--- src/hw/rtl/trpg_pkg.sv ---
// ----------------------------------------------------------------------------
// trpg_pkg
// Shared types and constants of the thick ring point generator.
// ----------------------------------------------------------------------------
package trpg_pkg;

  // Fixed field widths
  localparam int RAD_W   = 10;  // outer radius and radius state
  localparam int CIN_W   = 16;  // centre coordinate width
  localparam int OFS_W   = 12;  // signed octant offset width
  localparam int STEP_W  = 13;  // signed step increments
  localparam int ERR_W   = 14;  // signed midpoint decision term
  localparam int PTS_N   = 8;   // points per iteration
  localparam int IDX_W   = 3;   // point index width

  // Input function codes
  localparam logic FUNC_START   = 1'b0;
  localparam logic FUNC_ADVANCE = 1'b1;

  // Reciprocal of 3 for the inner radius: floor(n / 3) = (n * RECIP3) >> RECIP3_SH
  localparam int RECIP3_SH = 17;
  localparam logic [15:0] RECIP3 = 16'd43691;

  // Snapshot of one iteration handed from the iterator to the point buffer
  typedef struct packed {
    logic                    load;
    logic signed [CIN_W-1:0] cx;
    logic signed [CIN_W-1:0] cy;
    logic signed [OFS_W-1:0] ox;
    logic signed [OFS_W-1:0] oy;
    logic                    done;
  } pts_load_t;

endpackage

--- src/hw/rtl/trpg_iter.sv ---
// ----------------------------------------------------------------------------
// trpg_iter
// Ring state and one midpoint circle iteration per advance request.
// ----------------------------------------------------------------------------
module trpg_iter
  import trpg_pkg::*;
#(
  parameter int RADIUS_MAX = 1023
) (
  input  logic                    clk,
  input  logic                    rst_n,
  input  logic                    req_take,
  input  logic                    req_func,
  input  logic signed [CIN_W-1:0] req_cx,
  input  logic signed [CIN_W-1:0] req_cy,
  input  logic [RAD_W-1:0]        req_radius,
  output pts_load_t               load
);

  logic                     active_r, active_nxt;
  logic [RAD_W-1:0]         rad_r, rad_nxt;
  logic [RAD_W-1:0]         min_r, min_nxt;
  logic signed [OFS_W-1:0]  ox_r, ox_nxt;
  logic signed [OFS_W-1:0]  oy_r, oy_nxt;
  logic signed [STEP_W-1:0] dx_r, dx_nxt;
  logic signed [STEP_W-1:0] dy_r, dy_nxt;
  logic signed [ERR_W-1:0]  err_r, err_nxt;
  logic signed [CIN_W-1:0]  cx_r, cx_nxt;
  logic signed [CIN_W-1:0]  cy_r, cy_nxt;

  logic [RAD_W-1:0]         r_clip;
  logic [RAD_W+16:0]        min_prod;
  logic [RAD_W-1:0]         min_start;
  logic                     e_le0, e_gt0, wrap, more;
  logic signed [ERR_W-1:0]  e1, e2;
  logic signed [OFS_W-1:0]  ox1, oy1;
  logic signed [STEP_W-1:0] dx1, dy1;
  logic [RAD_W-1:0]         rad_dec;
  logic                     done;

  // Clip start radius and derive the inner radius as 2r/3
  always_comb begin
    if ({2'b00, req_radius} > 12'(RADIUS_MAX)) begin
      r_clip = RAD_W'(RADIUS_MAX);
    end else begin
      r_clip = req_radius;
    end
    min_prod  = {r_clip, 1'b0} * RECIP3;
    min_start = min_prod[RECIP3_SH +: RAD_W];
  end

  // One midpoint step on the current octant
  always_comb begin
    e_le0 = (err_r <= 14'sd0);
    e1    = e_le0 ? err_r + {dy_r[STEP_W-1], dy_r} : err_r;
    oy1   = e_le0 ? oy_r + 12'sd1 : oy_r;
    dy1   = e_le0 ? dy_r + 13'sd2 : dy_r;
    e_gt0 = (e1 > 14'sd0);
    dx1   = e_gt0 ? dx_r + 13'sd2 : dx_r;
    ox1   = e_gt0 ? ox_r - 12'sd1 : ox_r;
    e2    = e_gt0 ? e1 + {dx1[STEP_W-1], dx1} - $signed({3'b000, rad_r, 1'b0}) : e1;
    wrap  = (ox1 < oy1);
    rad_dec = rad_r - 1'b1;
    more  = (rad_dec > min_r);
  end

  // Next state for start and advance requests
  always_comb begin
    active_nxt = active_r;
    rad_nxt    = rad_r;
    min_nxt    = min_r;
    ox_nxt     = ox_r;
    oy_nxt     = oy_r;
    dx_nxt     = dx_r;
    dy_nxt     = dy_r;
    err_nxt    = err_r;
    cx_nxt     = cx_r;
    cy_nxt     = cy_r;
    done       = 1'b0;
    if (req_take && req_func == FUNC_START) begin
      cx_nxt     = req_cx;
      cy_nxt     = req_cy;
      rad_nxt    = r_clip;
      min_nxt    = min_start;
      active_nxt = (r_clip > min_start);
      if (r_clip > min_start) begin
        ox_nxt  = $signed({2'b00, r_clip}) - 12'sd1;
        oy_nxt  = '0;
        dx_nxt  = 13'sd1;
        dy_nxt  = 13'sd1;
        err_nxt = 14'sd1 - $signed({3'b000, r_clip, 1'b0});
      end
    end else if (req_take && active_r) begin
      ox_nxt  = ox1;
      oy_nxt  = oy1;
      dx_nxt  = dx1;
      dy_nxt  = dy1;
      err_nxt = e2;
      if (wrap) begin
        rad_nxt = rad_dec;
        if (more) begin
          ox_nxt  = $signed({2'b00, rad_dec}) - 12'sd1;
          oy_nxt  = '0;
          dx_nxt  = 13'sd1;
          dy_nxt  = 13'sd1;
          err_nxt = 14'sd1 - $signed({3'b000, rad_dec, 1'b0});
        end else begin
          active_nxt = 1'b0;
          done       = 1'b1;
        end
      end
    end
  end

  // Hand the pre-step offsets to the point buffer
  always_comb begin
    load.load = req_take && (req_func == FUNC_ADVANCE) && active_r;
    load.cx   = cx_r;
    load.cy   = cy_r;
    load.ox   = ox_r;
    load.oy   = oy_r;
    load.done = done;
  end

  always_ff @(posedge clk) begin
    if (!rst_n) begin
      active_r <= 1'b0;
      rad_r    <= '0;
      min_r    <= '0;
      ox_r     <= '0;
      oy_r     <= '0;
      dx_r     <= '0;
      dy_r     <= '0;
      err_r    <= '0;
      cx_r     <= '0;
      cy_r     <= '0;
    end else begin
      active_r <= active_nxt;
      rad_r    <= rad_nxt;
      min_r    <= min_nxt;
      ox_r     <= ox_nxt;
      oy_r     <= oy_nxt;
      dx_r     <= dx_nxt;
      dy_r     <= dy_nxt;
      err_r    <= err_nxt;
      cx_r     <= cx_nxt;
      cy_r     <= cy_nxt;
    end
  end

endmodule

--- src/hw/rtl/trpg_emit.sv ---
// ----------------------------------------------------------------------------
// trpg_emit
// Saturates the eight octant points of one iteration and sends them out.
// ----------------------------------------------------------------------------
module trpg_emit
  import trpg_pkg::*;
#(
  parameter int COORD_BITS = 16
) (
  input  logic                         clk,
  input  logic                         rst_n,
  input  pts_load_t                    load,
  output logic                         free,
  output logic                         out_valid,
  input  logic                         out_ready,
  output logic signed [COORD_BITS-1:0] out_px,
  output logic signed [COORD_BITS-1:0] out_py,
  output logic                         out_last,
  output logic                         out_ring_done
);

  localparam logic signed [32:0] C_HI = (33'sd1 <<< (COORD_BITS - 1)) - 33'sd1;
  localparam logic signed [32:0] C_LO = -C_HI - 33'sd1;

  logic                         busy_r, busy_nxt;
  logic [IDX_W-1:0]             idx_r, idx_nxt;
  logic                         done_r;
  logic signed [COORD_BITS-1:0] xs_r [4];
  logic signed [COORD_BITS-1:0] ys_r [4];
  logic signed [COORD_BITS-1:0] xs_nxt [4];
  logic signed [COORD_BITS-1:0] ys_nxt [4];
  logic                         take;

  function automatic logic signed [COORD_BITS-1:0] sat_add(
    input logic signed [CIN_W-1:0] c,
    input logic signed [OFS_W-1:0] o,
    input logic                    neg
  );
    logic signed [CIN_W:0] s;
    logic signed [32:0]    w;
    logic signed [32:0]    q;
    begin
      if (neg) begin
        s = {c[CIN_W-1], c} - {{(CIN_W+1-OFS_W){o[OFS_W-1]}}, o};
      end else begin
        s = {c[CIN_W-1], c} + {{(CIN_W+1-OFS_W){o[OFS_W-1]}}, o};
      end
      w = {{(33-CIN_W-1){s[CIN_W]}}, s};
      if (w > C_HI) begin
        q = C_HI;
      end else if (w < C_LO) begin
        q = C_LO;
      end else begin
        q = w;
      end
      return q[COORD_BITS-1:0];
    end
  endfunction

  // Saturated coordinates: x by {offset, sign}, y by {octant half, sign}
  always_comb begin
    xs_nxt[0] = sat_add(load.cx, load.ox, 1'b0);
    xs_nxt[1] = sat_add(load.cx, load.ox, 1'b1);
    xs_nxt[2] = sat_add(load.cx, load.oy, 1'b0);
    xs_nxt[3] = sat_add(load.cx, load.oy, 1'b1);
    ys_nxt[0] = sat_add(load.cy, load.oy, 1'b1);
    ys_nxt[1] = sat_add(load.cy, load.oy, 1'b0);
    ys_nxt[2] = sat_add(load.cy, load.ox, 1'b1);
    ys_nxt[3] = sat_add(load.cy, load.ox, 1'b0);
  end

  assign take          = busy_r && out_ready;
  assign free          = !busy_r || (take && idx_r == IDX_W'(PTS_N - 1));
  assign out_valid     = busy_r;
  assign out_px        = xs_r[idx_r[2:1]];
  assign out_py        = ys_r[{idx_r[2], idx_r[0]}];
  assign out_last      = (idx_r == IDX_W'(PTS_N - 1));
  assign out_ring_done = out_last && done_r;

  // Advance the point index, refill on load
  always_comb begin
    busy_nxt = busy_r;
    idx_nxt  = idx_r;
    if (load.load) begin
      busy_nxt = 1'b1;
      idx_nxt  = '0;
    end else if (take) begin
      if (idx_r == IDX_W'(PTS_N - 1)) begin
        busy_nxt = 1'b0;
      end else begin
        idx_nxt = idx_r + 1'b1;
      end
    end
  end

  always_ff @(posedge clk) begin
    if (!rst_n) begin
      busy_r <= 1'b0;
      idx_r  <= '0;
    end else begin
      busy_r <= busy_nxt;
      idx_r  <= idx_nxt;
    end
  end

  // Hold the point set until the next load
  always_ff @(posedge clk) begin
    if (load.load) begin
      done_r <= load.done;
      for (int i = 0; i < 4; i++) begin
        xs_r[i] <= xs_nxt[i];
        ys_r[i] <= ys_nxt[i];
      end
    end
  end

endmodule

--- src/hw/rtl/thick_ring_point_generator.sv ---
// ----------------------------------------------------------------------------
// thick_ring_point_generator
// Thick ring rasterizer: each advance request runs one midpoint circle step
// and sends the eight octant points, stepping the radius down to 2r/3.
// ----------------------------------------------------------------------------
//   channel  | direction | handshake             | payload
//   in_      | input     | in_valid / in_ready   | func, center_x, center_y, outer_radius
//   out_     | output    | out_valid / out_ready | px, py, last, ring_done
//
// A start request updates the ring state and sends nothing.
// An advance request is computed in the cycle it is taken; its eight points
// leave the point buffer one per cycle while out_ready is high, so the next advance
// waits for the buffer to drain, paced by the output port. in_ready rises again in
// the cycle the last buffered point is taken. Reset (rst_n low at a clock edge) clears
// the ring and the buffer; out_ready low holds the current point in place.
// ----------------------------------------------------------------------------
module thick_ring_point_generator
  import trpg_pkg::*;
#(
  parameter int RADIUS_MAX = 1023,
  parameter int COORD_BITS = 16
) (
  input  logic                         clk,
  input  logic                         rst_n,
  input  logic                         in_valid,
  output logic                         in_ready,
  input  logic                         in_func,
  input  logic signed [CIN_W-1:0]      in_center_x,
  input  logic signed [CIN_W-1:0]      in_center_y,
  input  logic [RAD_W-1:0]             in_outer_radius,
  output logic                         out_valid,
  input  logic                         out_ready,
  output logic signed [COORD_BITS-1:0] out_px,
  output logic signed [COORD_BITS-1:0] out_py,
  output logic                         out_last,
  output logic                         out_ring_done
);

  pts_load_t load;
  logic      free;

  // Take a request whenever the point buffer can refill
  assign in_ready = free;

  trpg_iter #(
    .RADIUS_MAX(RADIUS_MAX)
  ) u_iter (
    .clk        (clk),
    .rst_n      (rst_n),
    .req_take   (in_valid && free),
    .req_func   (in_func),
    .req_cx     (in_center_x),
    .req_cy     (in_center_y),
    .req_radius (in_outer_radius),
    .load       (load)
  );

  trpg_emit #(
    .COORD_BITS(COORD_BITS)
  ) u_emit (
    .clk           (clk),
    .rst_n         (rst_n),
    .load          (load),
    .free          (free),
    .out_valid     (out_valid),
    .out_ready     (out_ready),
    .out_px        (out_px),
    .out_py        (out_py),
    .out_last      (out_last),
    .out_ring_done (out_ring_done)
  );

endmodule
--- config.mk ---
export PLATFORM = sky130hd
export DESIGN_NAME = thick_ring_point_generator
export DESIGN_NICKNAME = d
export VERILOG_FILES = /design/src/hw/rtl/trpg_pkg.sv /design/src/hw/rtl/trpg_iter.sv /design/src/hw/rtl/trpg_emit.sv /design/src/hw/rtl/thick_ring_point_generator.sv
export SDC_FILE = /design/constraint.sdc
export NUM_CORES = 1
export LEC_CHECK = 0
export BUFFER_PORTS_ARGS = -buffer_cell sky130_fd_sc_hd__buf_2
export CAP_MARGIN = 40
export CORE_MARGIN = 1.5
export CORE_UTILIZATION = 30
export DETAILED_ROUTE_END_ITERATION = 8
export PLACE_DENSITY = 0.42
export SLEW_MARGIN = 5
export SYNTH_ARGS = -nofsm -noshare
export SYNTH_HDL_FRONTEND = slang
export SYNTH_HIERARCHICAL = 1
export SYNTH_SLANG_ARGS = --single-unit
--- constraint.sdc ---
create_clock -name clk -period 11 [get_ports clk]
set_clock_uncertainty 0.05 [all_clocks]
set_input_delay 0.55 -clock clk [delete_from_list [all_inputs] [get_ports clk]]
set_output_delay 0.55 -clock clk [all_outputs]
set_load 0.02 [all_outputs]
==> impl_metrics.env <==
export IMPL_wl_per_cell_um=21.8
export IMPL_slew_viol_final=0
export IMPL_grt_max_degree=73
export IMPL_post_synth_top_area_cell="edfxtp_1"
export IMPL_clk_pin_slew_ns=0.06
export IMPL_synth_most_common_cell="ha_1"
export IMPL_synth_top_area_share=0.163
export IMPL_hold_buffers=0
export IMPL_row_count=102
export IMPL_reg2reg_from="u_iter/dx_r[0]$_SDFFE_PN0P_"
export IMPL_switching_power_w=0.00303
export IMPL_power_density_mw_per_mm2=241
export IMPL_period_share=0.785
export IMPL_drc=0
export IMPL_synthFlopType="edfxtp_1"
export IMPL_cts_sinks=252
export IMPL_dr_pass1_iters=5
export IMPL_yosys_warnings=6
export IMPL_finalCriticalPeriod_ns=8.64
export IMPL_synth_seq_cells=252
export IMPL_htreeDepth=2
export IMPL_synth_top_family_by_area="compound AO/OA/AOI/OAI gates"
export IMPL_cp_slowest_stage_delay_ns=0.52
export IMPL_worst_path_max_fanout=7
export IMPL_synthAdderAreaFrac=0.191
export IMPL_peakVddDrop_mv=0.194
export IMPL_core_area_mm2=0.0778
export IMPL_finalHoldViolations=0
export IMPL_clk_latency_ns=0.55
export IMPL_finalSetupTns_ns=0
export IMPL_setup_violations_final=0
export IMPL_worst_setup_path_type="primary input to register"
export IMPL_syn_inst=2685
export IMPL_dp_hpwl_um=64800
export IMPL_drv_cap=0
export IMPL_cts_repair_resize_count=0
export IMPL_crit_slowest_cell="fa_1"
export IMPL_worstPathArrival_ns=9.05
export IMPL_antenna_found_initial=1
export IMPL_comb_power_share=0.610
export IMPL_syn_nets=3051
export IMPL_nFillCells=8164
export IMPL_whs_ns=0.187
export IMPL_post_cts_buffers=0
export IMPL_synth_simple_area_share=0.160
export IMPL_first_global_vias=19670
export IMPL_cts_root_buf="clkbuf_16"
export IMPL_endpoint_kind="register"
export IMPL_die_area_mm2=0.0807
export IMPL_p_int_w=0.00329
export IMPL_synthTopCellsByCount="268 x ha_1, 219 x a21oi_1, 218 x nand2_1"
export IMPL_start_kind="primary input"
export IMPL_synth_edf_count=129
export IMPL_diodes=0
export IMPL_io_buffers=82
export IMPL_r2r_end="u_iter/dx_r[7]$_SDFFE_PN0P_"
export IMPL_final_nets=3066
export IMPL_die_x_um=284
export IMPL_ant_nets=0
export IMPL_cts_tree="done"
export IMPL_rsz0062_at_grt="false"
export IMPL_yosys_top_cells_area="edfxtp_1 16%, ha_1 14%, dfxtp_1 10%"
export IMPL_grt_pass1_wl_um=124000
export IMPL_clockBufferDepth=3
export IMPL_ys_types=116
export IMPL_p_leak_nw=10.6
export IMPL_async_flop_share=0
export IMPL_pwr_share_clk=0.189
export IMPL_seq_area_frac_synth=0.267
export IMPL_sequentialPowerShare=0.201
export IMPL_die_y_um=284
export IMPL_hp_start="in_center_x[3]"
export IMPL_reg2reg_depth=22
export IMPL_min_path_type="primary input to register"
export IMPL_dr_total_vias=20139
export IMPL_synth_compound_area_frac=0.219
export IMPL_grt_usage=0.199
export IMPL_drive_above_1_share=0.106
export IMPL_drtIter0Drc=1495
export IMPL_synth_xor_area_frac=0.0660
export IMPL_hold_end="u_iter/cx_r[3]$_SDFFE_PN0P_"
export IMPL_tightestPinTransition_ns=0.916
export IMPL_place_congestion=0.862
export IMPL_viasPerCell=5.35
export IMPL_relSlewSlack=0.388
export IMPL_synthMuxAreaShare=0.0364
export IMPL_syn_avg_cell_area_um2=8.83
export IMPL_ios=83
export IMPL_max_freq_ghz=0.116
export IMPL_cts_made_buffers=35
export IMPL_start_util=0.305
export IMPL_crit_top_cell="inv_1"
export IMPL_switching_share=0.480
export IMPL_hold_depth=3
export IMPL_cp_required_ns=11.41
export IMPL_area_growth_pct=10.7
export IMPL_syn_cell_area_mm2=0.0237
export IMPL_drt_wl_total_um=82000
export IMPL_reg2reg_slack_ns=3.71
export IMPL_status="finished clean"
export IMPL_overflow=0
==> kinds of logic after synthesis <==
family / count (synthesis)
buf+inv: 345
flops: 252
compound gates: 765
mux: 46
simple gates: 769
xor+xnor: 174
fa+ha+maj: 334
==> flip-flops by register name, summed over array words and instances, names as in the netlist, named ones only <==
name	flops
u_iter/err_r	14
u_emit/ys_r	64
u_iter/cx_r	16
u_iter/oy_r	12
u_emit/done_r	1
u_iter/active_r	1
u_iter/cy_r	16
u_emit/xs_r	64
u_iter/min_r	10
u_emit/out_valid	1
u_iter/dy_r	12
u_iter/dx_r	13
u_iter/ox_r	12
u_emit/idx_r	3
u_iter/rad_r	10
==> routing by layer <==
metal	global-route usage	share of wire	vias to the layer above
met5	0	0	-
met4	0.0500	0.024	0
met3	0.0194	0.035	81
met2	0.335	0.47	428
met1	0.271	0.47	9870
li1	-	-	9760
==> stage by stage <==
stage / util / std cells / setup slack [ns] / instance area (µm²) / total power (W)
floorplan: - / 2685 / 3.00 / 23700 / 0.00399
global placement: 0.321 / 3696 / 1.93 / 25000 / 0.00510
detailed placement: 0.322 / 3702 / 1.77 / 25000 / 0.00511
CTS: 0.337 / 3765 / 2.32 / 26200 / 0.00635
global route: 0.337 / 3766 / 1.67 / 26300 / 0.00681
finish: 0.337 / 3766 / 2.36 / 26300 / 0.00633
==> cell type report <==
class,count,area [µm²],area share
Sequential cell,252,6340,0.241
Inverter,219,827,0.0315
Clock inverter,20,216,0.00824
Multi-Input combinational cell,2088,16000,0.608
Tap cell,1040,1300,0.0496
Clock buffer,43,988,0.0376
Timing Repair Buffer,104,623,0.0237
==> layout by cell type (no fill, tap or decap), drive strengths merged, types with 15 or more instances in the layout <==
master	count
maj3	15
inv	219
nand2b	29
dfxtp	123
xnor2	126
a21o	33
xor2	47
o21bai	20
o211ai	35
o311ai	15
a21oi	225
and2	29
and3	22
a211oi	27
o31ai	23
nor2	191
nor3	62
o21a	37
ha	268
or3	25
edfxtp	129
o21ai	183
or2	15
mux4	32
nand3	69
a31oi	20
nor4	18
buf	104
fa	51
nand2	220
nand4	26
nor2b	32
clkbuf	43
==> critical path, delay by kind of cell <==
| kind | cells | cell delay (ns) |
|---|---|---|
| AOI/OAI and AO/OA | 8 | 1.67 |
| adders and majority gates | 7 | 2.92 |
| buffers and inverters | 6 | 0.56 |
| muxes | 1 | 0.17 |
| and+or+nand+nor | 13 | 3.17 |
==> power groups by stage <==
| stage | sequential [W] | clock [W] | combinational, W |
|---|---|---|---|
| 3_5_place_dp | 0.00129 | 0 | 0.00382 |
| 3_3_place_gp | 0.00130 | 0 | 0.00380 |
| 6_report | 0.00127 | 0.00120 | 0.00386 |
| 4_1_cts | 0.00127 | 0.00123 | 0.00384 |
| 5_1_grt | 0.00128 | 0.00127 | 0.00426 |
| 2_1_floorplan | 0.00123 | 0 | 0.00276 |
==> worst max path at each step <==
stage | cells past startpoint | start | end | slack (ns)
floorplan | 34 | in_outer_radius[9] | u_iter/dy_r[12]$_SDFFE_PN0P_ | 3.00
finish | 35 | in_outer_radius[8] | u_iter/dy_r[12]$_SDFFE_PN0P_ | 2.36
CTS | 35 | in_outer_radius[8] | u_iter/dy_r[12]$_SDFFE_PN0P_ | 2.32
detailed placement | 35 | in_outer_radius[8] | u_iter/dy_r[12]$_SDFFE_PN0P_ | 1.77
global placement | 35 | in_outer_radius[8] | u_iter/dy_r[12]$_SDFFE_PN0P_ | 1.93
global route | 35 | in_outer_radius[8] | u_iter/dy_r[12]$_SDFFE_PN0P_ | 1.67
Power figures use the tool's default switching activity.
